[src/design/crcfr_pkg.sv]
// Package for the CRC-16 framed setpoint receiver.
// Frame constants, the frame word struct and the byte-wise CRC-16/MODBUS update.
// No dependencies.
package crcfr_pkg;

    localparam logic [7:0]  HDR0_BYTE       = 8'h01;
    localparam logic [7:0]  HDR1_BYTE       = 8'h04;
    localparam logic [7:0]  HDR2_BYTE       = 8'h06;
    localparam logic [3:0]  FRAME_LEN       = 4'd11;
    localparam logic [3:0]  HDR_LEN         = 4'd3;
    localparam logic [3:0]  CRC_END         = 4'd9;
    localparam logic [15:0] CRC_POLY        = 16'hA001;
    localparam logic [15:0] CRC_INIT        = 16'hFFFF;
    localparam logic [22:0] MAX_POWER_RESET = 23'd6553500;
    localparam logic [6:0]  POWER_SCALE     = 7'd100;
    localparam logic [3:0]  VI_SCALE        = 4'd10;

    typedef struct packed {
        logic [15:0] power;
        logic [15:0] volt_word;
        logic [15:0] curr_word;
    } frame_t;

    function automatic logic [7:0] hdr_byte(input logic [1:0] pos);
        logic [7:0] val;
        case (pos)
            2'd0:    val = HDR0_BYTE;
            2'd1:    val = HDR1_BYTE;
            2'd2:    val = HDR2_BYTE;
            default: val = HDR0_BYTE;
        endcase
        return val;
    endfunction

    function automatic logic [15:0] crc_update(input logic [15:0] crc, input logic [7:0] b);
        logic [15:0] c;
        c = crc ^ {8'h00, b};
        for (int k = 0; k < 8; k++)
        begin
            if (c[0])
            begin
                c = (c >> 1) ^ CRC_POLY;
            end
            else
            begin
                c = c >> 1;
            end
        end
        return c;
    endfunction

endpackage

[src/design/crcfr_frame_parser.sv]
// Frame hunter: header match, running CRC, payload capture and CRC check.
// Emits checked frame words into a held frame register. Uses crcfr_pkg.
module crcfr_frame_parser (
    input  logic                 clk,
    input  logic                 rst_n,
    input  logic                 byte_accept,
    input  logic [7:0]           byte_data,
    input  logic                 frame_ready,
    output logic                 frame_valid,
    output crcfr_pkg::frame_t    frame
);
    import crcfr_pkg::*;

    logic [3:0]  count_reg, count_next;
    logic [15:0] crc_reg, crc_next;
    logic [7:0]  payload_reg [8];
    logic        frame_valid_reg, frame_valid_next;
    frame_t      frame_reg, frame_next;
    logic        pay_we;
    logic [2:0]  pay_idx;
    logic        crc_good;

    assign pay_idx  = 3'(count_reg - HDR_LEN);
    assign crc_good = ({byte_data, payload_reg[6]} == crc_reg);

    always_comb
    begin
        count_next       = count_reg;
        crc_next         = crc_reg;
        pay_we           = 1'b0;
        frame_valid_next = frame_valid_reg && !frame_ready;
        frame_next       = frame_reg;
        if (byte_accept)
        begin
            if (count_reg < HDR_LEN)
            begin
                if (byte_data == hdr_byte(count_reg[1:0]))
                begin
                    crc_next   = crc_update(crc_reg, byte_data);
                    count_next = count_reg + 4'd1;
                end
                else
                begin
                    count_next = '0;
                    crc_next   = CRC_INIT;
                end
            end
            else if (count_reg >= FRAME_LEN)
            begin
                count_next = '0;
                crc_next   = CRC_INIT;
            end
            else
            begin
                pay_we = 1'b1;
                if (count_reg < CRC_END)
                begin
                    crc_next = crc_update(crc_reg, byte_data);
                end
                if (count_reg == FRAME_LEN - 4'd1)
                begin
                    count_next = '0;
                    crc_next   = CRC_INIT;
                    if (crc_good)
                    begin
                        frame_valid_next     = 1'b1;
                        frame_next.power     = {payload_reg[0], payload_reg[1]};
                        frame_next.volt_word = {payload_reg[2], payload_reg[3]};
                        frame_next.curr_word = {payload_reg[4], payload_reg[5]};
                    end
                end
                else
                begin
                    count_next = count_reg + 4'd1;
                end
            end
        end
    end

    always_ff @(posedge clk or negedge rst_n)
    begin
        if (!rst_n)
        begin
            count_reg       <= '0;
            crc_reg         <= CRC_INIT;
            frame_valid_reg <= 1'b0;
        end
        else
        begin
            count_reg       <= count_next;
            crc_reg         <= crc_next;
            frame_valid_reg <= frame_valid_next;
        end
    end

    always_ff @(posedge clk)
    begin
        frame_reg <= frame_next;
        if (pay_we)
        begin
            payload_reg[pay_idx] <= byte_data;
        end
    end

    assign frame_valid = frame_valid_reg;
    assign frame       = frame_reg;

endmodule

[src/design/crcfr_result_stage.sv]
// Result stage: scaling, power change detect, saturation and output register.
// Holds max_power and last_power. Uses crcfr_pkg.
module crcfr_result_stage (
    input  logic                 clk,
    input  logic                 rst_n,
    input  logic                 cfg_we,
    input  logic [22:0]          cfg_wdata,
    input  logic                 frame_valid,
    input  crcfr_pkg::frame_t    frame,
    output logic                 frame_ready,
    output logic                 out_valid,
    input  logic                 out_ready,
    output logic [15:0]          set_power,
    output logic [15:0]          voltage,
    output logic [15:0]          current,
    output logic                 power_changed,
    output logic [22:0]          issued_power
);
    import crcfr_pkg::*;

    logic [22:0] max_power_reg;
    logic [15:0] last_power_reg;
    logic        out_valid_reg;
    logic [15:0] set_power_reg, voltage_reg, current_reg;
    logic        changed_reg;
    logic [22:0] issued_reg;
    logic        take;
    logic        changed;
    logic [22:0] power_x100;
    logic [19:0] volt_x10, curr_x10;
    logic [22:0] issued_next;

    assign frame_ready = !out_valid_reg || out_ready;
    assign take        = frame_valid && frame_ready;

    assign power_x100 = 23'(frame.power * POWER_SCALE);
    assign volt_x10   = 20'(frame.volt_word * VI_SCALE);
    assign curr_x10   = 20'(frame.curr_word * VI_SCALE);
    assign changed    = (frame.power != last_power_reg);

    always_comb
    begin
        issued_next = '0;
        if (changed)
        begin
            issued_next = (power_x100 > max_power_reg) ? max_power_reg : power_x100;
        end
    end

    always_ff @(posedge clk or negedge rst_n)
    begin
        if (!rst_n)
        begin
            max_power_reg  <= MAX_POWER_RESET;
            last_power_reg <= '0;
            out_valid_reg  <= 1'b0;
        end
        else
        begin
            if (cfg_we)
            begin
                max_power_reg <= cfg_wdata;
            end
            if (take)
            begin
                out_valid_reg <= 1'b1;
                if (changed)
                begin
                    last_power_reg <= frame.power;
                end
            end
            else if (out_ready)
            begin
                out_valid_reg <= 1'b0;
            end
        end
    end

    always_ff @(posedge clk)
    begin
        if (take)
        begin
            set_power_reg <= frame.power;
            voltage_reg   <= volt_x10[15:0];
            current_reg   <= curr_x10[15:0];
            changed_reg   <= changed;
            issued_reg    <= issued_next;
        end
    end

    assign out_valid     = out_valid_reg;
    assign set_power     = set_power_reg;
    assign voltage       = voltage_reg;
    assign current       = current_reg;
    assign power_changed = changed_reg;
    assign issued_power  = issued_reg;

endmodule

[src/design/crc16_framed_setpoint_receiver_core.sv]
// Top level of the CRC-16/MODBUS framed setpoint receiver.
// A frame's last byte request passes the frame register, then the output register, before its result is on m_axis.
// Throughput: one byte request per cycle while s_axis_tready is high; one result per good 11-byte frame.
// Stalls only while both the frame register and the output register are full.
// Reset: hunt restarts, CRC to 0xFFFF, last power 0, max_power 6553500.
// Instantiates crcfr_frame_parser and crcfr_result_stage; uses crcfr_pkg.
module crc16_framed_setpoint_receiver_core (
    input  logic        clk,
    input  logic        rst_n,
    input  logic        cfg_we,
    input  logic [22:0] cfg_wdata,
    input  logic        s_axis_tvalid,
    output logic        s_axis_tready,
    input  logic [7:0]  s_axis_tdata,   // [7:0] rx_byte
    output logic        m_axis_tvalid,
    input  logic        m_axis_tready,
    output logic [71:0] m_axis_tdata,   // [15:0] set_power, [31:16] voltage,
                                        // [47:32] current, [70:48] issued_power, [71] zero
    output logic        m_axis_tuser    // [0] power_changed
);
    import crcfr_pkg::*;

    logic        byte_accept;
    logic        frame_valid;
    logic        frame_ready;
    frame_t      frame;
    logic [15:0] set_power, voltage, current;
    logic [22:0] issued_power;

    assign s_axis_tready = !frame_valid || frame_ready;
    assign byte_accept   = s_axis_tvalid && s_axis_tready;

    crcfr_frame_parser u_parser (
        .clk         (clk),
        .rst_n       (rst_n),
        .byte_accept (byte_accept),
        .byte_data   (s_axis_tdata),
        .frame_ready (frame_ready),
        .frame_valid (frame_valid),
        .frame       (frame)
    );

    crcfr_result_stage u_result (
        .clk           (clk),
        .rst_n         (rst_n),
        .cfg_we        (cfg_we),
        .cfg_wdata     (cfg_wdata),
        .frame_valid   (frame_valid),
        .frame         (frame),
        .frame_ready   (frame_ready),
        .out_valid     (m_axis_tvalid),
        .out_ready     (m_axis_tready),
        .set_power     (set_power),
        .voltage       (voltage),
        .current       (current),
        .power_changed (m_axis_tuser),
        .issued_power  (issued_power)
    );

    assign m_axis_tdata = {1'b0, issued_power, current, voltage, set_power};

    a_stall_only_when_full: assert property (@(posedge clk) disable iff (!rst_n)
        !s_axis_tready |-> (frame_valid && m_axis_tvalid && !m_axis_tready))
        else $error("input stalled without a full output path");

    a_issued_zero_unchanged: assert property (@(posedge clk) disable iff (!rst_n)
        (m_axis_tvalid && !m_axis_tuser) |-> (issued_power == 23'd0))
        else $error("issued power nonzero without power change");

    a_issued_bounded: assert property (@(posedge clk) disable iff (!rst_n)
        m_axis_tvalid |-> ({1'b0, issued_power} <= 24'(set_power * POWER_SCALE)))
        else $error("issued power exceeds power times 100");

    a_frame_moves: assert property (@(posedge clk) disable iff (!rst_n)
        (frame_valid && frame_ready) |=> m_axis_tvalid)
        else $error("frame taken but no result registered");

endmodule

[config.mk]
export PLATFORM = sky130hd
export DESIGN_NAME = crc16_framed_setpoint_receiver_core
export DESIGN_NICKNAME = d
export VERILOG_FILES = /design/src/design/crcfr_pkg.sv /design/src/design/crcfr_frame_parser.sv /design/src/design/crcfr_result_stage.sv /design/src/design/crc16_framed_setpoint_receiver_core.sv
export SDC_FILE = /design/constraint.sdc
export NUM_CORES = 1
export LEC_CHECK = 0
export BUFFER_PORTS_ARGS = -buffer_cell sky130_fd_sc_hd__buf_2
export CAP_MARGIN = 5
export CELL_PAD_IN_SITES_DETAIL_PLACEMENT = 0
export CELL_PAD_IN_SITES_GLOBAL_PLACEMENT = 1
export CORE_ASPECT_RATIO = 0.9
export CORE_MARGIN = 1.5
export CORE_UTILIZATION = 49
export CTS_BUF_LIST = sky130_fd_sc_hd__clkbuf_4 sky130_fd_sc_hd__clkbuf_8 sky130_fd_sc_hd__clkbuf_16
export DETAILED_ROUTE_END_ITERATION = 6
export GPL_TIMING_DRIVEN = 1
export PLACE_DENSITY_LB_ADDON = 0.1
export SLEW_MARGIN = 20
export SYNTH_ARGS = -nofsm -noshare
export SYNTH_HDL_FRONTEND = slang
export SYNTH_SLANG_ARGS = --single-unit
[constraint.sdc]
create_clock -name clk -period 5.6 [get_ports clk]
set_input_delay 0.56 -clock clk [delete_from_list [all_inputs] [get_ports clk]]
set_output_delay 0.56 -clock clk [all_outputs]
set_load 0.005 [all_outputs]
## Word-level counts from Yosys, hierarchy flattened

Memory sizes are Yosys's and may differ from the RTL's. A register that Yosys moved wholly into a read port is not among the register bits.
Index checks and enable logic that the tools add are counted.

| word-level totals | value |
|---|---|
| register bits | 131 |
| latch bits | 0 |
| bits in writable memories | 64 |
| ROM bits | 0 |
| input port bits | 36 |
| output and inout port bits | 75 |
| logic and storage cells | 149 |
| memories | 1 |

| operators by class | value |
|---|---|
| $add $sub $neg | 2 |
| $mul | 3 |
| divide/modulo/power cells | 0 |
| order comparisons | 4 |
| equal/unequal tests | 6 |
| shifts and indexed selects | 0 |
| muxes and demuxes | 89 |
| bitwise operators | 18 |
| reduce and logical (&&, ||, !) cells | 14 |

Memory list:

| name | words | width | read ports | clocked after Yosys merged registers in | write ports | line | text |
|---|---|---|---|---|---|---|---|
| u_parser.payload_reg | 8 | 8 | 7 | 6 | 1 | crcfr_frame_parser.sv:16 | `logic [7:0] payload_reg [8];` |

Operators by type and width:

| kind | count |
|---|---|
| 2-to-1 mux 16 bit | 69 |
| NOT 2 -> 3 bit | 15 |
| multiplier 16 x 3 -> 15 bit, second input constant | 2 |
| greater-than comparator 23 bit | 1 |
| 2-to-1 mux 23 bit | 1 |
| multiplier 16 x 5 -> 21 bit, second input constant | 1 |
| equality test 16 bit | 1 |
| 2-to-1 mux 4 bit | 4 |
| 2-to-1 mux 8 bit | 2 |
| inequality test 16 bit | 1 |
| bitwise XOR 16 x 8 -> 16 bit | 1 |
| 2-to-1 mux 1 bit | 12 |
| equality test 8 bit | 1 |
| case mux 3 bit (2 select lines) | 1 |
| AND reduction 2 bit | 3 |
| AND reduction 5 bit | 1 |
| adder 4 x 1 -> 4 bit, second input constant | 1 |
| equality test 4 bit, second input constant | 1 |
| greater-or-equal comparator 4 bit, second input constant | 1 |
| < comparator 4 x 2 -> 1 bit, second input constant | 1 |
| < comparator 4 bit, second input constant | 1 |
| nonzero test 4 bit | 1 |
| logical AND 1 bit | 3 |
| logical NOT 1 bit | 3 |
| 6 further kinds | 8 |

## Logic depth before layout (Yosys ltp)

Gate-level depths: netlist of the first run.

| depth | value |
|---|---|
| depth after elaboration | 49 |
| depth in mapped cells | 21 |
| gate-level depth less buffers | 19 |

## Hierarchy

A second synthesis of the first run with hierarchy kept.

| unflattened totals | value |
|---|---|
| cell total of the unflattened synthesis | 975 |
| area total of the unflattened synthesis | 12,306.8 um^2 |

Modules (own cells, without submodules):

| module | times used | cells each | area an instance (um^2) | seq. area each (um^2) |
|---|---|---|---|---|
| crcfr_result_stage | 1 | 714 | 7,654.8 | 3,123.0 |
| crcfr_frame_parser | 1 | 257 | 4,618.2 | 3,668.5 |
| crc16_framed_setpoint_receiver_core | 1 | 4 | 33.8 | 0.0 |

## Worst setup path before layout of the first run

OpenSTA, ideal clock, no wires.

| timing path | value |
|---|---|
| path type | register to register |
| from | register, netlist name u_parser.frame[34] |
| to | register u_result.issued_reg[4], in the netlist u_result.issued_power[4] (data pin) |
| library setup time | 0.266 ns |
| data arrival time | 4.632 ns |
| required time | 5.334 ns |
| setup slack | 0.702 ns |
| cell stages (with the launch flop) | 18 |
| buffers on the path | 1 |
| clock period less this slack | 4.898 ns |
| cell sequence | edfxtp_1 > ha_1 > ha_1 > fa_1 > ha_1 > a211oi_1 > o211ai_1 > and2_1 > o32ai_2 > mux2i_1 > ha_1 > and4_1 > a221o_1 > o21ai_1 > o21bai_2 > buf_4 > mux2i_1 > nor2_1 |

| between the ends | value |
|---|---|
| word-level cells in the longest chain between the ends | 3 |
| elaborated cells between the ends (all ways) | 4 |
| those cells by class | mul: 1; order compare: 1; eq/ne: 1; mux: 1 |

Ends and longest elaborated chain:

| element | line | text |
|---|---|---|
| multiplier 16 x 5 -> 21 bit | crcfr_result_stage.sv:36 | `assign power_x100 = 23'(frame.power * POWER_SCALE);` |
| greater-than comparator 23 bit | crcfr_result_stage.sv:46 | `issued_next = (power_x100 > max_power_reg) ? max_power_reg : power_x100;` |
| 2-to-1 mux 23 bit | crcfr_result_stage.sv:46 |  |
| end signal: assignment | crcfr_result_stage.sv:87 | `issued_reg <= issued_next;` |
| end: declaration | crcfr_result_stage.sv:26 | `logic [22:0] issued_reg;` |

Several ways; a longest one is shown, not always the timed one.
A chain may end at the register's enable or synchronous reset.

## Worst setup path in the final report of the first run

| timing path | value |
|---|---|
| from | register, netlist name u_parser.frame[39] |
| to | register u_result.issued_reg[3], in the netlist u_result.issued_power[3] (data pin) |

| between the ends | value |
|---|---|
| word-level cells in the longest chain between the ends | 3 |
| elaborated cells between the ends (all ways) | 4 |
| those cells by class | mul: 1; order compare: 1; eq/ne: 1; mux: 1 |

Ends and longest elaborated chain:

| element | line |
|---|---|
| multiplier 16 x 5 -> 21 bit | crcfr_result_stage.sv:36 |
| greater-than comparator 23 bit | crcfr_result_stage.sv:46 |
| 2-to-1 mux 23 bit | crcfr_result_stage.sv:46 |

Several ways; a longest one is shown, not always the timed one.

==> results of run 1 <==
## routing by layer
metal  track usage [%]  vias to the layer above
met1              29.0                     3384
met4              3.78                        0
li1                  -                     3583
met5                 0                        -
met2              27.6                      143
met3              2.66                       28
## timing repair
action                                  CTS  global route
buffers inserted                          0             0
resized for setup                         0             4
endpoints found under the setup margin    0            18
hold buffers                              0             0
hold endpoints to repair                  0             0
## worst max path at each step
stage | from | to | slack, ns
2_1_floorplan | u_parser.frame[34] | u_result.issued_power[4] | 0.70
3_3_place_gp | u_parser.frame[39] | u_result.issued_power[17] | 0.33
3_5_place_dp | u_parser.frame[39] | u_result.issued_power[3] | 0.15
4_1_cts | u_parser.frame[39] | u_result.issued_power[3] | 0.13
5_1_grt | u_parser.frame[39] | u_result.issued_power[6] | 0.006
6_report | u_parser.frame[39] | u_result.issued_power[3] | 0.26
## logic make-up (layout without fill, tap and decap cells)
family          count (synthesis)  count (layout)
buf+inv                        99             243
other cells                     1               3
mux                            40              40
fa+ha+maj                     135             135
simple gates                  195             195
compound gates                141             141
flops                         231             231
xor+xnor                       92              92
## power breakdown
part	internal, mW	switching, mW	total [mW]
sequential	1.93	0.0581	1.99
combinational	0.182	0.233	0.415
clock	0.924	0.686	1.61
## layout make-up
type,count,share of cell area (%)
Clock inverter,19,1.03
Inverter,77,2.11
Tap cell,302,2.76
Timing Repair Buffer,118,4.61
Sequential cell,231,48.8
Multi-Input combinational cell,606,35.7
Clock buffer,29,4.97
## critical path, delay by kind of cell, from the launching register on
kind | cells | cell delay, ns
buffers and inverters | 3 | 0.29
AOI/OAI and AO/OA | 6 | 1.46
and+or+nand+nor | 3 | 0.51
DFF | 1 | 0.53
adders and majority gates | 5 | 1.77
muxes | 2 | 0.51
## cell usage after synthesis, types with 8 or more instances
| master | count |
|---|---|
| dfrtp_1 | 29 |
| edfxtp_1 | 170 |
| nand4_1 | 8 |
| nand3_1 | 14 |
| clkbuf_1 | 15 |
| o21ai_1 | 8 |
| nand2b_1 | 8 |
| o21ai_0 | 33 |
| nor3_1 | 9 |
| dfstp_2 | 32 |
| fa_1 | 13 |
| nand2_1 | 41 |
| mux2_1 | 16 |
| inv_1 | 77 |
| a21o_1 | 12 |
| xor2_1 | 33 |
| nor2_1 | 83 |
| a21oi_1 | 46 |
| ha_1 | 122 |
| mux2i_1 | 22 |
| o21a_1 | 8 |
| xnor2_1 | 57 |
## metrics by stage
stage | area (µm²) | worst slack [ns] | power [mW] | hold WS (ns)
5_1_grt | 13700 | 0.00550 | 4.18 | 0.240
4_1_cts | 13600 | 0.125 | 4.05 | 0.224
6_report | 13700 | 0.263 | 4.01 | 0.198
2_1_floorplan | 11900 | 0.702 | 2.32 | 0.264
3_3_place_gp | 12800 | 0.332 | 2.43 | 0.401
3_5_place_dp | 12800 | 0.145 | 2.43 | 0.405
==> impl_metrics.env, run 1 <==
export IMPL_top_layer="met4"
export IMPL_gp_congestion=0.759
export IMPL_firstDrtPassIters=4
export IMPL_mostFrequentLayoutCell="edfxtp_1"
export IMPL_via_count=7138
export IMPL_wl_met1_um=12100
export IMPL_seq_area_frac_synth_pct=56.1
export IMPL_cts_buffer_depth=3
export IMPL_syn_to_final_growth_pct=15.0
export IMPL_clock_fmax_ghz=0.187
export IMPL_maxCapViolations=0
export IMPL_drv_slew=0
export IMPL_synth_seq_cells=231
export IMPL_placeableCoreArea_um2=23600
export IMPL_synth_xor_area_share_pct=6.97
export IMPL_via_per_inst=5.16
export IMPL_drc=0
export IMPL_cts_buffers=26
export IMPL_port_buffers=107
export IMPL_critPathSlowestCell="edfxtp_1"
export IMPL_yosys_area_top_type="edfxtp_1"
export IMPL_wl_met2_um=9470
export IMPL_antenna_found_initial=0
export IMPL_worst_slew_pin_transition_ns=1.02
export IMPL_clock_latency_ns=0.53
export IMPL_path_class="register to register"
export IMPL_start_kind="register"
export IMPL_rsz0062_at_grt="false"
export IMPL_reg2reg_to="u_result.issued_power[3]"
export IMPL_layout_cells_non_filler=1382
export IMPL_regArea_um2=6670
export IMPL_cp_end_kind="register"
export IMPL_reg2reg_slack_ns=0.26
export IMPL_track_usage_pct=18.6
export IMPL_wl_met3_um=903
export IMPL_cpMostUsedCell="ha_1"
export IMPL_grt_pass1_vias=6853
export IMPL_relSlewSlack_pct=32.3
export IMPL_overflow=0
export IMPL_cts_root_buf="clkbuf_16"
export IMPL_fin_crit_sh_pct=95.3
export IMPL_initial_utilization_pct=50.3
export IMPL_dp_cells=1334
export IMPL_clkSinkCount=231
export IMPL_hold_viol_final=0
export IMPL_p_leak_nw=5.81
export IMPL_std_cell_rows=53
export IMPL_synthSimpleGateAreaFrac_pct=7.66
export IMPL_crit_fanout=15
export IMPL_setup_viol=0
export IMPL_cp_data_required_time_ns=5.87
export IMPL_r2r_start="u_parser.frame[39]"
export IMPL_final_setup_skew_ns=0.0130
export IMPL_synth_edf_count=170
export IMPL_dieArea_um2=25200
export IMPL_path_clk_slew_ns=0.06
export IMPL_cts_tree="built"
export IMPL_path_cells="ha_1, ha_1, inv_1, fa_1, inv_1, ha_1, a21oi_2, o211ai_1, and2_1, o32ai_2, mux2i_1, ha_1, and4_1, a221o_1, o21ai_1, o21bai_4, buf_12, mux2i_1, nor2_1"
export IMPL_vdd_drop_max_uv=257
export IMPL_layout_common_cells="170 x edfxtp_1, 122 x ha_1, 107 x buf_2, 82 x nor2_1, 77 x inv_1"
export IMPL_ff2ff_path_depth=19
export IMPL_final_util_pct=57.9
export IMPL_first_iter_violations=384
export IMPL_synth_top_family_by_area="adder cells"
export IMPL_nNetsFinal=1231
export IMPL_synthAdderAreaFrac_pct=15.0
export IMPL_postRouteWirelength_um=22900
export IMPL_die_w_um=167
export IMPL_final_setup_tns_ns=0
export IMPL_drive_above_1_share_pct=19.4
export IMPL_multi_input_area_um2=4880
export IMPL_ant_nets=0
export IMPL_synthTopCellsByArea="edfxtp_1 43%, ha_1 13%, dfstp_2 7.1%"
export IMPL_diodes=0
export IMPL_arrival_ns=5.60
export IMPL_yosys_area_top_type_share_pct=42.9
export IMPL_grt_max_degree=71
export IMPL_hpwl_um=15800
export IMPL_final_min_clock_period_ns=5.34
export IMPL_fillers=1981
export IMPL_synth_compound_area_share_pct=7.32
export IMPL_synth_area_um2=11900
export IMPL_synth_ff_type="edfxtp_1"
export IMPL_yosysWarningCount=0
export IMPL_status="finished clean"
export IMPL_critPathMaxStageDelay_ns=0.53
export IMPL_synth_distinct_cells=60
export IMPL_io_pins=111
export IMPL_syn_area_per_cell_um2=12.7
export IMPL_power_density_nw_per_um2=294
export IMPL_grt_pass1_wl_um=36800
export IMPL_hold_class="primary input to asynchronous set/reset pin"
export IMPL_async_reset_ff_share_pct=26.4
export IMPL_netlist_instances=934
export IMPL_ctsHtreeMaxLevel=1
export IMPL_largest_reg_flops=54
export IMPL_synth_area_mux_share_pct=3.56
export IMPL_wl_per_cell_um=16.5
export IMPL_die_height_um=151
Power figures use the tool's default switching activity.
==> run 2: changes to the inputs <==
- GPL_TIMING_DRIVEN: 1 -> 0
==> impl_metrics.env, run 2 (same netlist as run 1, synthesis figures left out) <==
export IMPL_die_w_um=167
export IMPL_wl_per_cell_um=16.2
export IMPL_place_area_um2=12900
export IMPL_clkSinkCount=231
export IMPL_setup_viol=0
export IMPL_critPathSlowestCell="fa_1"
export IMPL_mostFrequentLayoutCell="edfxtp_1"
export IMPL_use_met3_pct=3.05
export IMPL_layout_cells_non_filler=1416
export IMPL_p_sw_share_pct=23.5
export IMPL_reg2reg_to="u_result.issued_power[17]"
export IMPL_via_count=7223
export IMPL_ctsHtreeMaxLevel=1
export IMPL_reg2reg_slack_ns=0.25
export IMPL_largest_reg_flops=54
export IMPL_crit_fanout=10
export IMPL_cts_root_buf="clkbuf_16"
export IMPL_overflow=0
export IMPL_worst_slew_pin_transition_ns=0.916
export IMPL_initial_utilization_pct=50.3
export IMPL_grt_pass1_wl_um=36700
export IMPL_r2r_start="u_parser.frame[41]"
export IMPL_maxCapViolations=0
export IMPL_stdcell_area_um2=14000
export IMPL_switchingPower_mw=0.953
export IMPL_grt_pass1_vias=6898
export IMPL_multi_input_area_um2=4920
export IMPL_path_class="register to register"
export IMPL_use_met1_pct=28.7
export IMPL_dp_cells=1347
export IMPL_gp_congestion=0.798
export IMPL_fin_crit_sh_pct=95.6
export IMPL_clock_fmax_ghz=0.187
export IMPL_p_seq_share_pct=48.9
export IMPL_ff2ff_path_depth=20
export IMPL_whs_path_depth=3
export IMPL_start_kind="register"
export IMPL_hold_viol_final=0
export IMPL_p_total_mw=4.05
export IMPL_syn_to_final_growth_pct=17.6
export IMPL_arrival_ns=5.60
export IMPL_cts_buffer_depth=3
export IMPL_pwr_share_clk_pct=40.2
export IMPL_path_clk_slew_ns=0.06
export IMPL_final_setup_skew_ns=0.0192
export IMPL_die_height_um=151
export IMPL_worst_path_stages=20
export IMPL_cp_data_required_time_ns=5.85
export IMPL_drive_above_1_share_pct=20.6
export IMPL_status="finished clean"
export IMPL_nNetsFinal=1266
export IMPL_combPwrFrac_pct=10.9
export IMPL_std_cell_rows=53
export IMPL_power_density_nw_per_um2=290
export IMPL_cpMostUsedCell="ha_1"
export IMPL_regArea_um2=6670
export IMPL_crit_end="u_result.issued_power[17]"
export IMPL_power_internal_mw=3.10
export IMPL_placeableCoreArea_um2=23600
export IMPL_postRouteWirelength_um=22900
export IMPL_grt_max_degree=41
export IMPL_clock_latency_ns=0.52
export IMPL_hpwl_um=16100
export IMPL_drc=0
export IMPL_grt_busiest_layer="met1"
export IMPL_dieArea_um2=25200
export IMPL_track_usage_pct=18.6
export IMPL_antenna_found_initial=0
export IMPL_firstDrtPassIters=7
export IMPL_port_buffers=106
export IMPL_layout_common_cells="170 x edfxtp_1, 121 x ha_1, 107 x buf_2, 82 x nor2_1, 77 x inv_1"
export IMPL_vdd_drop_max_uv=246
export IMPL_final_min_clock_period_ns=5.35
export IMPL_hold_class="primary input to register"
export IMPL_relSlewSlack_pct=38.7
export IMPL_io_pins=111
export IMPL_use_met2_pct=27.8
export IMPL_drv_slew=0
export IMPL_cp_startpoint="u_parser.frame[41]"
export IMPL_cp_end_kind="register"
export IMPL_critPathTopFamily="adder cells"
export IMPL_crit_buf_inv=4
export IMPL_final_setup_tns_ns=0
export IMPL_path_cells="ha_1, ha_1, inv_1, fa_1, inv_1, ha_1, clkbuf_1, a21o_1, a21oi_1, nand2b_1, o32ai_4, mux2i_2, ha_1, and4_1, a221o_1, o21ai_1, o21bai_4, buf_12, mux2i_1, nor2_1"
export IMPL_critPathMaxStageDelay_ns=0.51
export IMPL_cts_tree="built"
export IMPL_cts_buffers=25
export IMPL_p_leak_nw=5.95
export IMPL_fillers=1975
export IMPL_via_per_inst=5.10
export IMPL_ant_nets=0
export IMPL_first_iter_violations=319
export IMPL_diodes=0
-- run 2: cell count changes in the layout (fill, tap and decap cells not counted), moves of 2 or more --
cell,delta
buf_12,+3
buf_4,+16
bufinv_16,+2
clkbuf_1,+15
clkbuf_4,+2
clkinv_1,+3
clkinv_2,-5
clkinvlp_4,-2
-- run 2: timing repair --
action | CTS | global route
hold buffers | 1 | 0
setup buffers | 11 | 11
cloned | 0 | 0
endpoints found under the hold margin | 7 | 0
resized for setup | 4 | 13
setup endpoints to repair | 21 | 22
pin swaps | 0 | 2
-- run 2: stage by stage --
step | setup slack [ns] | hold WS (ns) | util [%]
final | 0.249 | 0.254 | 59.2
after global routing | -0.00895 | 0.247 | 59.2
after CTS | 0.00765 | 0.233 | 58.5
after detailed placement | -0.252 | 0.405 | 54.6
after global placement | -0.270 | 0.401 | 54.2
after floorplan | 0.702 | 0.264 | -
-- run 2: worst min path at each step --
stage / to / from
after floorplan: u_parser.count_reg[0] / rst_n
after global routing: u_result.max_power_reg[6] / cfg_wdata[6]
after detailed placement: u_parser.frame[27] / u_parser.payload_reg[2][3]
final: u_result.max_power_reg[9] / cfg_wdata[9]
after CTS: u_result.max_power_reg[7] / cfg_wdata[7]
after global placement: u_parser.frame[29] / u_parser.payload_reg[2][5]
-- run 2: worst min-delay path: cells and delay by family --
kind	cells	cell delay, ns
AO/OA/AOI/OAI	1	0.06
buffers and inverters	1	0.07
AND/OR/NAND/NOR	1	0.04
-- run 2: area by class of cell --
class,instances,area share (%)
buffer,22,0.922
multi-input combinational,606,35.2
tap,302,2.70
inverter,77,2.07
timing repair buffer,132,5.55
clock inverter,17,1.18
sequential,231,47.7
clock buffer,29,4.69
-- run 2: power groups by stage --
stage	clock network, mW	logic (mW)	registers (mW)
after floorplan	0	0.320	2.00
after global placement	0	0.424	2.01
after detailed placement	0	0.428	2.01
after CTS	1.67	0.434	1.98
after global routing	1.73	0.490	1.99
final	1.63	0.443	1.98
-- run 2: metal layers --
layer | vias to the layer above | share of wire (%)
met4 | 0 | 1.5
li1 | 3655 | -
met1 | 3410 | 52
met2 | 134 | 42
met3 | 24 | 4.2
met5 | - | 0
==> run 3: changes to the inputs <==
- PLACE_DENSITY_LB_ADDON: 0.1 -> 0.08
==> impl_metrics.env, run 3 (same netlist as run 1, synthesis figures left out) <==
export IMPL_status="finished clean"
export IMPL_via_count=7288
export IMPL_hold_class="primary input to register"
export IMPL_grt_pass1_vias=7194
export IMPL_cts_root_buf="clkbuf_16"
export IMPL_maxCapViolations=0
export IMPL_clock_fmax_ghz=0.186
export IMPL_cts_buffers=26
export IMPL_track_usage_pct=19.9
export IMPL_final_min_clock_period_ns=5.37
export IMPL_drv_slew=0
export IMPL_drc=0
export IMPL_critPathMaxStageDelay_ns=0.50
export IMPL_ctsHtreeMaxLevel=1
export IMPL_stdcell_area_um2=14000
export IMPL_port_buffers=106
export IMPL_hold_viol_final=0
export IMPL_p_leak_nw=5.93
export IMPL_setup_viol=0
export IMPL_mostFrequentLayoutCell="edfxtp_1"
export IMPL_final_setup_tns_ns=0
export IMPL_p_sw_share_pct=23.6
export IMPL_vdd_drop_max_uv=238
export IMPL_combPwrFrac_pct=10.4
export IMPL_cp_data_required_time_ns=5.86
export IMPL_placeableCoreArea_um2=23600
export IMPL_postRouteWirelength_um=24000
export IMPL_die_height_um=151
export IMPL_dieArea_um2=25200
export IMPL_relSlewSlack_pct=29.1
export IMPL_grt_max_degree=48
export IMPL_start_kind="register"
export IMPL_largest_reg_flops=54
export IMPL_std_cell_rows=53
export IMPL_clock_latency_ns=0.53
export IMPL_dp_cells=1347
export IMPL_fin_crit_sh_pct=95.9
export IMPL_diodes=0
export IMPL_wl_per_cell_um=17.0
export IMPL_power_density_nw_per_um2=296
export IMPL_layout_cells_non_filler=1410
export IMPL_critPathSlowestCell="edfxtp_1"
export IMPL_cpMostUsedCell="ha_1"
export IMPL_cp_end_kind="register"
export IMPL_whs_ns=0.247
export IMPL_hpwl_um=17100
export IMPL_antenna_found_initial=0
export IMPL_drive_above_1_share_pct=20.9
export IMPL_overflow=0
export IMPL_gp_congestion=0.820
export IMPL_die_w_um=167
export IMPL_p_seq_share_pct=47.9
export IMPL_path_clk_slew_ns=0.06
export IMPL_switchingPower_mw=0.976
export IMPL_first_iter_violations=443
export IMPL_firstDrtPassIters=5
export IMPL_cts_buffer_depth=3
export IMPL_power_internal_mw=3.16
export IMPL_pwr_share_clk_pct=41.7
export IMPL_grt_pass1_wl_um=39000
export IMPL_cts_tree="built"
export IMPL_worst_slew_pin_transition_ns=1.05
export IMPL_crit_fanout=9
export IMPL_path_cells="ha_1, ha_1, inv_1, fa_1, inv_1, ha_2, a21oi_2, o211ai_1, and2_2, o32ai_4, mux2i_2, ha_1, and4_1, a221o_1, o21ai_1, o21bai_4, buf_8, mux2i_1, nor2_1"
export IMPL_syn_to_final_growth_pct=17.5
export IMPL_arrival_ns=5.63
export IMPL_reg2reg_slack_ns=0.23
export IMPL_ant_nets=0
export IMPL_initial_utilization_pct=50.3
export IMPL_final_setup_skew_ns=0.0172
export IMPL_nNetsFinal=1259
export IMPL_rsz0062_at_grt="false"
export IMPL_io_pins=111
export IMPL_place_area_um2=12900
export IMPL_clkSinkCount=231
export IMPL_via_per_inst=5.17
export IMPL_layout_common_cells="170 x edfxtp_1, 120 x ha_1, 107 x buf_2, 82 x nor2_1, 77 x inv_1"
export IMPL_path_class="register to register"
run 3: changes by cell type in the layout (fill, tap and decap cells not counted), sizes merged:
cell	delta
clkinvlp	+3
clkinv	-1
buf	-6
clkbuf	-2
run 3: metal layers:
layer  global-route usage, %  up-vias  share of wire (%)
met3                    2.50       33                4.0
met4                    5.18        0                2.1
li1                        -     3634                  -
met1                    31.1     3466                 52
met2                    29.1      155                 41
met5                       0        -                  0
run 3: final timing paths:
path,startpoint,endpoint,depth (start not counted)
min reg2reg,u_parser.payload_reg[3][7],u_parser.frame[23],0
max reg2reg,u_parser.frame[39],u_result.issued_power[18],19
min in group asynchronous,rst_n,u_parser.count_reg[1],2
max in group asynchronous,rst_n,u_result.max_power_reg[7],3
max,u_parser.frame[39],u_result.issued_power[18],19
min,cfg_wdata[14],u_result.max_power_reg[14],3
run 3: cell type report:
cell class | count | area, µm²
clock buffers | 29 | 697
multi-input cells | 606 | 4900
repair buffers | 126 | 731
inverters | 77 | 289
flip-flops and latches | 231 | 6670
clock inverters | 19 | 188
fillers | 1958 | 9640
well taps | 302 | 378
plain buffers | 20 | 111
run 3: metrics by stage:
stage | utilization, % | setup slack, ns | power, mW
floorplan | - | 0.702 | 2.32
global placement | 54.2 | -0.169 | 2.43
detailed placement | 54.6 | -0.120 | 2.44
CTS | 58.7 | 0.0264 | 4.18
global route | 59.2 | 0.00192 | 4.30
finish | 59.2 | 0.232 | 4.13
run 3: repair_timing:
item,in CTS,in global routing
hold buffers,1,0
buffers inserted,9,7
resized for setup,3,12
pin swaps,0,2
endpoints found under the setup margin,18,19
endpoints found under the hold margin,6,0
run 3: critical path: cells and delay by family (launching register included):
family	cells	cell delay, ns
AOI/OAI and AO/OA	6	1.50
DFF	1	0.50
muxes	2	0.57
buffers and inverters	3	0.29
and+or+nand+nor	3	0.51
adders and majority gates	5	1.74
run 3: power by group through the flow:
stage / Combinational [mW] / Clock, mW / Sequential [mW]
after floorplan: 0.320 / 0 / 2.00
after global placement: 0.418 / 0 / 2.01
after detailed placement: 0.426 / 0 / 2.01
after CTS: 0.431 / 1.76 / 1.98
after global routing: 0.490 / 1.83 / 1.99
final: 0.432 / 1.72 / 1.98
